<file path="src/rtl/core/packet_deframer_crc32_macros.svh">
// ---------------------------------------------------------------------------
// packet_deframer_crc32_macros.svh
// Assertion macros shared by the deframer RTL.
// ---------------------------------------------------------------------------
`ifndef PACKET_DEFRAMER_CRC32_MACROS_SVH
`define PACKET_DEFRAMER_CRC32_MACROS_SVH

// Same-cycle implication, disabled while in reset.
`define PDC_ASSERT_SAME(lbl, clk, rst_n, ante, cons) \
    lbl: assert property (@(posedge clk) disable iff (!rst_n) (ante) |-> (cons)) \
        else $error("%m: assertion failed");

// Next-cycle implication, disabled while in reset.
`define PDC_ASSERT_NEXT(lbl, clk, rst_n, ante, cons) \
    lbl: assert property (@(posedge clk) disable iff (!rst_n) (ante) |=> (cons)) \
        else $error("%m: assertion failed");

`endif

</file>
<file path="src/rtl/core/pdc_pkg.sv">
// ---------------------------------------------------------------------------
// pdc_pkg
// Types, constants and the CRC-32 byte update shared by the deframer.
// ---------------------------------------------------------------------------
`timescale 1ns / 1ps

package pdc_pkg;

    // Frame layout
    localparam int POS_W = 17;
    localparam logic [POS_W-1:0] HDR_BYTES = 17'd7;
    localparam logic [POS_W-1:0] MIN_FRAME = 17'd11;   // magic + cmd + len + crc
    localparam logic [POS_W-1:0] POS_MAX   = 17'h1FFFF;
    localparam logic [POS_W-1:0] POS_CMD   = 17'd4;
    localparam logic [POS_W-1:0] POS_LEN_H = 17'd5;
    localparam logic [POS_W-1:0] POS_LEN_L = 17'd6;
    localparam logic [POS_W-1:0] CRC_BYTES = 17'd4;

    localparam logic [7:0] MAGIC_0 = 8'h4D;  // 'M'
    localparam logic [7:0] MAGIC_1 = 8'h41;  // 'A'
    localparam logic [7:0] MAGIC_2 = 8'h47;  // 'G'
    localparam logic [7:0] MAGIC_3 = 8'h43;  // 'C'

    // CRC-32, reflected
    localparam logic [31:0] CRC_POLY = 32'hEDB88320;
    localparam logic [31:0] CRC_INIT = 32'hFFFFFFFF;

    // Result queue
    localparam int FIFO_DEPTH = 4;

    // Result kind
    localparam logic KIND_BODY    = 1'b0;
    localparam logic KIND_VERDICT = 1'b1;

    // Verdict codes
    typedef enum logic [2:0] {
        ST_OK         = 3'd0,
        ST_HDR_SHORT  = 3'd1,
        ST_BAD_MAGIC  = 3'd2,
        ST_BODY_SHORT = 3'd3,
        ST_CRC_BAD    = 3'd4
    } status_t;

    // One result beat
    typedef struct packed {
        logic        kind;
        logic [7:0]  body_byte;
        logic [7:0]  command_code;
        logic [15:0] body_length;
        status_t     status;
        logic        run_last;
    } result_t;

    // Results produced for one input beat (0, 1 or 2)
    typedef struct packed {
        logic [1:0] cnt;
        result_t    res0;
        result_t    res1;
    } push_t;

    function automatic logic [7:0] magic_byte(input logic [1:0] idx);
        logic [7:0] m;
        case (idx)
            2'd0:    m = MAGIC_0;
            2'd1:    m = MAGIC_1;
            2'd2:    m = MAGIC_2;
            default: m = MAGIC_3;
        endcase
        return m;
    endfunction

    // Eight bit-steps of the reflected CRC over one byte
    function automatic logic [31:0] crc32_byte(input logic [31:0] crc_in,
                                               input logic [7:0]  b);
        logic [31:0] c;
        c = crc_in ^ {24'd0, b};
        for (int i = 0; i < 8; i++) begin
            c = c[0] ? ((c >> 1) ^ CRC_POLY) : (c >> 1);
        end
        return c;
    endfunction

endpackage

</file>
<file path="src/rtl/core/packet_deframer_crc32.sv">
// Usage:
// Input channel (in_valid/in_ready) carries one buffer byte per beat in
// data_byte, with buffer_end high on the buffer's final byte. Output channel
// (out_valid/out_ready) carries result beats: body bytes (kind 0) while the
// magic matches, and one verdict beat (kind 1) on the final byte, with the
// command, the body length and the status. run_last marks the last result
// beat caused by an input byte.
// Latency: with the queue empty, a result is offered the cycle after its
// byte is accepted; otherwise it waits behind the beats already queued.
// Throughput: one byte per cycle while in_ready is high; the output side
// delivers one result per cycle while out_ready is high, and the final byte
// of a buffer may cause two results. The parser updates position, header
// fields and the CRC of one byte per cycle, and its results wait in a small
// queue (FIFO_DEPTH entries). in_ready is high while the queue has room for
// two results, so a stalled receiver holds back the input once more than
// FIFO_DEPTH - 2 results wait. Reset empties the queue and clears the parser
// to the start of a buffer; it also returns there after every final byte.
// ---------------------------------------------------------------------------
// packet_deframer_crc32
// Length-prefixed frame parser with CRC-32 check, top level.
// ---------------------------------------------------------------------------
`timescale 1ns / 1ps

module packet_deframer_crc32 #(
    parameter int FIFO_DEPTH = pdc_pkg::FIFO_DEPTH
) (
    input  logic        clk,
    input  logic        rst_n,
    input  logic        in_valid,
    output logic        in_ready,
    input  logic [7:0]  data_byte,
    input  logic        buffer_end,
    output logic        out_valid,
    input  logic        out_ready,
    output logic        kind,
    output logic [7:0]  body_byte,
    output logic [7:0]  command_code,
    output logic [15:0] body_length,
    output logic [2:0]  status,
    output logic        run_last
);

    logic             in_fire;
    pdc_pkg::push_t   push;
    pdc_pkg::result_t out_res;

    assign in_fire = in_valid && in_ready;

    // Byte parser
    pdc_parser u_parser (
        .clk        (clk),
        .rst_n      (rst_n),
        .in_fire    (in_fire),
        .data_byte  (data_byte),
        .buffer_end (buffer_end),
        .push       (push)
    );

    // Result queue
    pdc_out_fifo #(
        .DEPTH (FIFO_DEPTH)
    ) u_out_fifo (
        .clk       (clk),
        .rst_n     (rst_n),
        .push      (push),
        .space     (in_ready),
        .out_valid (out_valid),
        .out_ready (out_ready),
        .out_res   (out_res)
    );

    // Output fields
    assign kind         = out_res.kind;
    assign body_byte    = out_res.body_byte;
    assign command_code = out_res.command_code;
    assign body_length  = out_res.body_length;
    assign status       = out_res.status;
    assign run_last     = out_res.run_last;

endmodule

</file>
<file path="src/rtl/core/pdc_parser.sv">
// ---------------------------------------------------------------------------
// pdc_parser
// Per-byte frame parser: position count, header capture, CRC, verdict.
// ---------------------------------------------------------------------------
`timescale 1ns / 1ps
`include "packet_deframer_crc32_macros.svh"

module pdc_parser (
    input  logic           clk,
    input  logic           rst_n,
    input  logic           in_fire,
    input  logic [7:0]     data_byte,
    input  logic           buffer_end,
    output pdc_pkg::push_t push
);

    logic [pdc_pkg::POS_W-1:0] pos_reg, pos_next;
    logic                      magic_ok_reg, magic_ok_next;
    logic [7:0]                cmd_reg, cmd_next;
    logic [15:0]               len_reg, len_next;
    logic [31:0]               crc_reg, crc_next;
    logic [31:0]               crc_rx_reg, crc_rx_next;
    logic                      done_reg, done_next;

    logic [pdc_pkg::POS_W-1:0] body_end;
    logic                      body_out;
    pdc_pkg::status_t          verdict;
    pdc_pkg::result_t          body_res;
    pdc_pkg::result_t          verdict_res;

    assign body_end = pdc_pkg::HDR_BYTES + {1'b0, len_reg};

    // Field capture and CRC for the current byte
    always_comb
    begin
        magic_ok_next = magic_ok_reg;
        cmd_next      = cmd_reg;
        len_next      = len_reg;
        crc_next      = crc_reg;
        crc_rx_next   = crc_rx_reg;
        done_next     = done_reg;
        body_out      = 1'b0;
        if (!done_reg) begin
            if (pos_reg < body_end) begin
                crc_next = pdc_pkg::crc32_byte(crc_reg, data_byte);
                if (pos_reg < pdc_pkg::POS_CMD) begin
                    if (data_byte != pdc_pkg::magic_byte(pos_reg[1:0])) begin
                        magic_ok_next = 1'b0;
                    end
                end else if (pos_reg == pdc_pkg::POS_CMD) begin
                    cmd_next = data_byte;
                end else if (pos_reg == pdc_pkg::POS_LEN_H) begin
                    len_next = {data_byte, 8'd0};
                end else if (pos_reg == pdc_pkg::POS_LEN_L) begin
                    len_next = {len_reg[15:8], data_byte};
                end else if (magic_ok_reg) begin
                    body_out = 1'b1;
                end
            end else if (pos_reg < body_end + pdc_pkg::CRC_BYTES) begin
                crc_rx_next = {crc_rx_reg[23:0], data_byte};
                if (pos_reg == body_end + pdc_pkg::CRC_BYTES - 17'd1) begin
                    done_next = 1'b1;
                end
            end
        end
        pos_next = (pos_reg == pdc_pkg::POS_MAX) ? pos_reg : pos_reg + 17'd1;
    end

    // Verdict from the state after this byte
    always_comb
    begin
        if (pos_next < pdc_pkg::MIN_FRAME) begin
            verdict = pdc_pkg::ST_HDR_SHORT;
        end else if (!magic_ok_next) begin
            verdict = pdc_pkg::ST_BAD_MAGIC;
        end else if (!done_next) begin
            verdict = pdc_pkg::ST_BODY_SHORT;
        end else if ((crc_next ^ pdc_pkg::CRC_INIT) != crc_rx_next) begin
            verdict = pdc_pkg::ST_CRC_BAD;
        end else begin
            verdict = pdc_pkg::ST_OK;
        end
    end

    // Result beats
    always_comb
    begin
        body_res              = '0;
        body_res.kind         = pdc_pkg::KIND_BODY;
        body_res.body_byte    = data_byte;
        body_res.status       = pdc_pkg::ST_OK;
        body_res.run_last     = !buffer_end;

        verdict_res           = '0;
        verdict_res.kind      = pdc_pkg::KIND_VERDICT;
        verdict_res.status    = verdict;
        verdict_res.run_last  = 1'b1;
        if (verdict != pdc_pkg::ST_HDR_SHORT) begin
            verdict_res.command_code = cmd_next;
            verdict_res.body_length  = len_next;
        end

        push = '0;
        if (in_fire) begin
            if (body_out) begin
                push.res0 = body_res;
                push.res1 = verdict_res;
                push.cnt  = buffer_end ? 2'd2 : 2'd1;
            end else begin
                push.res0 = verdict_res;
                push.res1 = verdict_res;
                push.cnt  = buffer_end ? 2'd1 : 2'd0;
            end
        end
    end

    // Parser state; the final byte of a buffer returns it to reset values
    always_ff @(posedge clk or negedge rst_n)
    begin
        if (!rst_n) begin
            pos_reg      <= '0;
            magic_ok_reg <= 1'b1;
            cmd_reg      <= '0;
            len_reg      <= '0;
            crc_reg      <= pdc_pkg::CRC_INIT;
            crc_rx_reg   <= '0;
            done_reg     <= 1'b0;
        end else if (in_fire) begin
            if (buffer_end) begin
                pos_reg      <= '0;
                magic_ok_reg <= 1'b1;
                cmd_reg      <= '0;
                len_reg      <= '0;
                crc_reg      <= pdc_pkg::CRC_INIT;
                crc_rx_reg   <= '0;
                done_reg     <= 1'b0;
            end else begin
                pos_reg      <= pos_next;
                magic_ok_reg <= magic_ok_next;
                cmd_reg      <= cmd_next;
                len_reg      <= len_next;
                crc_reg      <= crc_next;
                crc_rx_reg   <= crc_rx_next;
                done_reg     <= done_next;
            end
        end
    end

    // Checks
    `PDC_ASSERT_SAME(a_two_beats_order, clk, rst_n, push.cnt == 2'd2,
        push.res0.kind == pdc_pkg::KIND_BODY && push.res1.kind == pdc_pkg::KIND_VERDICT)
    `PDC_ASSERT_NEXT(a_end_clears, clk, rst_n, in_fire && buffer_end,
        pos_reg == '0 && crc_reg == pdc_pkg::CRC_INIT && !done_reg)
    `PDC_ASSERT_SAME(a_done_past_min, clk, rst_n, done_reg,
        pos_reg >= pdc_pkg::MIN_FRAME)

endmodule

</file>
<file path="src/rtl/core/pdc_out_fifo.sv">
// ---------------------------------------------------------------------------
// pdc_out_fifo
// Result queue: takes up to two beats per cycle, hands out one per cycle while out_ready is high.
// ---------------------------------------------------------------------------
`timescale 1ns / 1ps
`include "packet_deframer_crc32_macros.svh"

module pdc_out_fifo #(
    parameter int DEPTH = pdc_pkg::FIFO_DEPTH
) (
    input  logic             clk,
    input  logic             rst_n,
    input  pdc_pkg::push_t   push,
    output logic             space,
    output logic             out_valid,
    input  logic             out_ready,
    output pdc_pkg::result_t out_res
);

    localparam int PTR_W = (DEPTH > 1) ? $clog2(DEPTH) : 1;
    localparam int CNT_W = $clog2(DEPTH + 1);
    localparam logic [PTR_W-1:0] PTR_LAST  = PTR_W'(DEPTH - 1);
    localparam logic [CNT_W-1:0] CNT_SPACE = CNT_W'(DEPTH - 2);
    localparam logic [CNT_W-1:0] CNT_FULL  = CNT_W'(DEPTH);

    pdc_pkg::result_t        entry_reg [DEPTH];
    logic [PTR_W-1:0]        rd_ptr_reg, rd_ptr_next;
    logic [PTR_W-1:0]        wr_ptr_reg, wr_ptr_next;
    logic [PTR_W-1:0]        wr_ptr_1;
    logic [CNT_W-1:0]        count_reg, count_next;
    logic                    pop;

    function automatic logic [PTR_W-1:0] ptr_inc(input logic [PTR_W-1:0] p);
        return (p == PTR_LAST) ? '0 : p + PTR_W'(1);
    endfunction

    assign space     = (count_reg <= CNT_SPACE);
    assign out_valid = (count_reg != '0);
    assign out_res   = entry_reg[rd_ptr_reg];
    assign pop       = out_valid && out_ready;
    assign wr_ptr_1  = ptr_inc(wr_ptr_reg);

    // Pointer and count update
    always_comb
    begin
        rd_ptr_next = pop ? ptr_inc(rd_ptr_reg) : rd_ptr_reg;
        case (push.cnt)
            2'd1:    wr_ptr_next = wr_ptr_1;
            2'd2:    wr_ptr_next = ptr_inc(wr_ptr_1);
            default: wr_ptr_next = wr_ptr_reg;
        endcase
        count_next = count_reg + CNT_W'(push.cnt) - CNT_W'(pop);
    end

    always_ff @(posedge clk or negedge rst_n)
    begin
        if (!rst_n) begin
            rd_ptr_reg <= '0;
            wr_ptr_reg <= '0;
            count_reg  <= '0;
        end else begin
            rd_ptr_reg <= rd_ptr_next;
            wr_ptr_reg <= wr_ptr_next;
            count_reg  <= count_next;
        end
    end

    // Entry storage
    always_ff @(posedge clk)
    begin
        for (int i = 0; i < DEPTH; i++) begin
            if (push.cnt != 2'd0 && PTR_W'(i) == wr_ptr_reg) begin
                entry_reg[i] <= push.res0;
            end else if (push.cnt == 2'd2 && PTR_W'(i) == wr_ptr_1) begin
                entry_reg[i] <= push.res1;
            end
        end
    end

    // Checks
    `PDC_ASSERT_SAME(a_no_overflow, clk, rst_n, push.cnt != 2'd0, count_reg <= CNT_SPACE)
    `PDC_ASSERT_SAME(a_count_bound, clk, rst_n, 1'b1, count_reg <= CNT_FULL)
    `PDC_ASSERT_NEXT(a_count_track, clk, rst_n, 1'b1,
        count_reg == $past(count_reg) + CNT_W'($past(push.cnt)) - CNT_W'($past(pop)))

endmodule

</file>
<file path="config.mk">
export PLATFORM = sky130hd
export DESIGN_NAME = packet_deframer_crc32
export DESIGN_NICKNAME = d
export VERILOG_FILES = /design/src/rtl/core/pdc_pkg.sv /design/src/rtl/core/packet_deframer_crc32.sv /design/src/rtl/core/pdc_parser.sv /design/src/rtl/core/pdc_out_fifo.sv
export VERILOG_INCLUDE_DIRS = /design/src /design/src/rtl/core
export SDC_FILE = /design/constraint.sdc
export NUM_CORES = 1
export LEC_CHECK = 0
export ABC_AREA = 1
export BUFFER_PORTS_ARGS = -buffer_cell sky130_fd_sc_hd__clkbuf_2
export CELL_PAD_IN_SITES_DETAIL_PLACEMENT = 1
export CELL_PAD_IN_SITES_GLOBAL_PLACEMENT = 2
export CORE_MARGIN = 3
export CORE_UTILIZATION = 42
export CTS_CLUSTER_DIAMETER = 50
export DETAILED_ROUTE_END_ITERATION = 8
export PLACE_DENSITY = 0.95
export SETUP_SLACK_MARGIN = 0.15
export SLEW_MARGIN = 20
export SYNTH_ARGS = -nofsm -noshare
export SYNTH_HDL_FRONTEND = slang
export SYNTH_SLANG_ARGS = --single-unit
</file>
<file path="constraint.sdc">
create_clock -name clk -period 11.8 [get_ports clk]
set_input_delay 1.18 -clock clk [delete_from_list [all_inputs] [get_ports clk]]
set_output_delay 1.18 -clock clk [all_outputs]
set_load 0.02 [all_outputs]
</file>
After elaboration in Yosys (flattened, before gate mapping) --
Memories as Yosys holds them, arrays and structs flattened. Index checks and enable logic that the tools add are counted.
Storage, ports and cells: output and inout port bits 39, input port bits 13, word-level logic and storage cells 172, memories 1, RAM bits 148, flip-flop bits (word level) 114
Memories:
- u_out_fifo.entry_reg | words 4, width 37, rd ports 1, clocked after memory_dff 0, write ports 2, line pdc_out_fifo.sv:26 | pdc_pkg::result_t entry_reg [DEPTH];
Cells by class: reduce and logical (&&, ||, !) cells 19, equal/unequal tests 21, muxes and demuxes 93, bitwise logic cells 14, magnitude comparators 5, add/subtract/negate cells 9
Operators with widths (count):
- $mux W32 | 15
- $mux W37 | 6
- $mux W76 | 2
- $not A13 Y14 | 8
- $mux W16 | 6
- $reduce_or A37 Y1 | 2
- $mux W8 | 9
- $eq A17 B3 Y1 const B | 3
- $mux W1 | 40
- $lt A17 B17 Y1 | 2
- $mux W17 | 2
- $ne A32 B32 Y1 | 1
- $not A32 Y32 | 1
- $xor A32 B8 Y32 | 1
- $mux W24 | 1
- $add A17 B1 Y17 const B | 1
- $add A17 B3 Y17 const B | 1
- $add A3 B16 Y17 const A | 1
- $eq A17 B17 Y1 | 1
- $eq A17 B17 Y1 const B | 1
- $lt A17 B3 Y1 const B | 1
- $lt A17 B4 Y1 const B | 1
- $sub A17 B1 Y17 const B | 1
- $mux W2 | 6
- other kinds (19) | 48

Longest topological paths before layout --
word-level depth 37, gate-level depth with buffers 40, gate-level depth less buffers 39

By module --
Synthesis repeated with hierarchy kept, for this count alone.
Second synthesis, totals: cell total of the unflattened synthesis 2279, area total of the unflattened synthesis 17561.8 um^2
By module, submodules not included:
- pdc_parser | cells each 1437, sequential area each 2718.9 um^2, instances 1, area an instance 9649.3 um^2
- pdc_out_fifo | cells each 840, sequential area each 4619.4 um^2, instances 1, area an instance 7905.1 um^2
- packet_deframer_crc32 | cells each 2, sequential area each 0.0 um^2, instances 1, area an instance 7.5 um^2

Worst setup path before layout --
Ideal clock, no wire load.
path type reg-to-reg, from register u_parser.len_reg[5], to memory u_out_fifo.entry_reg[2][0] (netlist name) (enable), required time 11305 ps, period minus slack after synthesis 5112 ps, path buffers 1, slack 6688 ps, arrival time 4617 ps, library setup time 495 ps, cell stages (with the launch flop) 25, cell sequence dfrtp_1 > nand2_1 > nor2_2 > nand3_1 > or2_1 > or2_1 > xor2_1 > inv_2 > ha_1 > nand2_1 > inv_1 > a21boi_1 > nand3_2 > nor2_2 > nand2_2 > nor2_2 > inv_2 > nor4_4 > ha_1 > nand2_1 > ha_1 > clkinv_1 > nand2_1 > clkbuf_1 > nand2_1
RTL lines:
- start: declaration | line pdc_parser.sv:20 | logic [15:0] len_reg, len_next;
- start signal: assignment | line pdc_parser.sv:141 | len_reg <= len_next;
- end: declaration | line pdc_out_fifo.sv:26

==> summary.md <==
| Metric | Value |
|---|---|
| CTS resizes | 0 |
| Slowest CP cell | nand3_2 |
| Ys flop type | edfxtp_1 |
| Setup crit end kind | flop |
| Clk root buf | clkbuf_16 |
| Share of layout cells above drive strength 1 | 12.1% |
| Clk_skew | 23.2 ps |
| Initial antenna violation count | 0 |
| Yosys cell types | 51 |
| Seq cells post-synth | 262 |
| Tcrit/Tclk final | 55.4% |
| Vias in the first global route | 15,243 |
| Max reg flops | 148 |
| DRT Wirelength | 50,600 um |
| Commonest cells after routing, fill and taps aside | nand2_1, nor2_1, inv_1 |
| Async SR Flop Fraction | 43.5% |
| Largest net degree at the start of global routing | 89 |
| Final-stage net count | 2,070 |
| Number of remaining DRC errors | 0 |
| Syn_nets | 2,050 |
| Antenna-violating nets left | 0 |
| Fin. max-slew vios | 0 |
| I/O Buffers | 51 |
| Worst skew pair latency | 540 ps |
| Io pins | 52 |
| # setup viols final | 0 |
| Cells after Synth | 1,991 |
| Syn Area/Cell | 8.09 um^2 |
| Delay of the slowest cell on the worst path | 970 ps |
| Crit Path Max Fanout | 42 |
| EDFF count, synth | 140 |
| Area grow syn2layout | 11.5% |
| Fmax | 153 MHz |
| Register Area | 0.00726 mm^2 |
| Die H | 202 um |
| Final WS setup | 5260 ps |
| Fill cells | 4,575 |
| Clock Tree Buf Depth | 3 |
| Outcome | completed |
| Hold-fix buffers, CTS | 0 |
| Min Tclk post-route | 6540 ps |
| Post CTS Setup Buffer Count | 0 |
| Unrepaired setup endpoints after global routing | no |
| Synth warn | 0 |
| Max-Cap Viols | 0 |
| Via count | 14,233 |
| Commonest non-fill, non-tap cell in the layout | nand2_1 |
| Required time worst endpoint | 12,080 ps |
| Clock slew at reported path FFs | 60 ps |
| Register area share after synthesis | 45.0% |
| Worst Max-Slew Pin Slew | 1120 ps |
| Fin util | 47.6% |
| Setup TNS | 0 ps |
| Row cnt | 71 |
| Slew headroom | 25.3% |
| Crit path DAT | 6820 ps |
| Pre-CTS setup slack | 5180 ps |
| Inserted Clock Buffers | 37 |
| Via density per instance | 5.58 |
| Detail Placement HPWL | 34,200 um |
| Clock tree from TritonCTS | yes |
| Remaining global-route overflow | 0 |
| Critical Path Source | u_parser.len_reg[0]$_DFFE_PN0P_ |
| Fin cells | 2,550 |
| First-pass iteration count of the detailed router | 5 |
| Die Area | 0.0407 mm^2 |
| Width of the die | 202 um |
| Initial cell density of the core | 42.7% |
| Area occupied by multi-input gates | 0.00761 mm^2 |
| Clock sink count | 262 |
| Final Hold Vio Count | 0 |
| Origin of the worst min-delay path | u_out_fifo.entry_reg[2][32]$_SDFFE_PP0P_ |
| GP Congestion | 0.864 |
| Worst hold path type | reg2reg |
| Placed cell count | 2,483 |
| Core area | 0.0378 mm^2 |
| Overall Global Routing Usage | 24.7% |
| Initial DRC Count | 844 |
| DR WL/cell | 19.8 um |
| WS Path Type | reg2reg |
| Worst r2r src | u_parser.len_reg[0]$_DFFE_PN0P_ |
| CP startpoint kind | flop |
| Most used cell, CP | nand2_1 |
| Post-Syn Area | 0.0161 mm^2 |
| First-pass GRT wire length | 81,900 um |
| H-tree depth | 2 |
| ANT cells | 0 |
## stage by stage
stage / area [um^2] / hold slack, ps
final: 18000 / 486
after CTS: 18000 / 488
after global placement: 16700 / 469
after global routing: 18000 / 512
after detailed placement: 16700 / 479
after floorplan: 16100 / 458
## cell usage after synthesis (11+ instances only)
cell	n	area (um^2)
nand2_1	381	1430
nor2_1	261	980
inv_1	212	796
o21ai_0	146	731
edfxtp_1	140	4200
o22ai_1	126	788
nand3_1	83	415
dfrtp_1	81	2030
xor2_1	73	639
nand4_1	55	344
clkbuf_1	54	203
a21oi_1	48	240
ha_1	45	563
xnor2_1	34	298
dfstp_2	33	867
or2_2	28	175
nand3b_1	24	180
nor3_1	21	105
buf_2	17	85.1
inv_2	13	48.8
or2_1	12	75.1
nor2_2	11	68.8
## final cells by class
| class | instances | share of cell area (%) |
|---|---|---|
| Tap cell | 511 | 3.56 |
| Sequential cell | 262 | 40.4 |
| Inverter | 229 | 4.80 |
| Clock buffer | 51 | 5.90 |
| Clock inverter | 16 | 0.870 |
| Timing Repair Buffer | 67 | 2.10 |
| Multi-Input combinational cell | 1414 | 42.4 |
## final timing paths
kind / slack (ps) / depth (start not counted) / to
max: 5260 / 36 / u_out_fifo.entry_reg[3][3]$_DFFE_PP_
min: 490 / 2 / u_out_fifo.entry_reg[2][32]$_SDFFE_PP0P_
max reg2reg: 5260 / 36 / u_out_fifo.entry_reg[3][3]$_DFFE_PP_
min reg2reg: 490 / 2 / u_out_fifo.entry_reg[2][32]$_SDFFE_PP0P_
max in group asynchronous: 9730 / 2 / u_parser.pos_reg[8]$_DFFE_PN0P_
min in group asynchronous: 740 / 1 / u_out_fifo.rd_ptr_reg[0]$_DFFE_PN0P_
## worst max-delay path, delay by kind of cell (launching register included)
family	cells	cell delay, ps
simple gates	29	4640
buf+inv	4	420
flops	1	390
fa+ha+maj	3	840
## layer usage
metal  routed length (um)  up-vias  global-route usage (%)
met1                22400     7131                    32.6
met2                25100      307                    43.5
li1                     -     6722                       -
met4                 1110        0                    6.53
met3                 2000       73                    2.71
met5                    0        -                       0
## logic make-up (layout without fill, tap and decap cells)
kind of cell	after synthesis	count (layout)	synth area share, %
buf+inv	315	363	7.82
simple gates	902	902	24.8
flops	262	262	45.0
compound gates	357	357	12.7
xor+xnor	109	109	6.02
fa+ha+maj	46	46	3.62
Power is not shown: default switching activity piles up to over one toggle a cycle in this logic, so the estimate is an artifact.
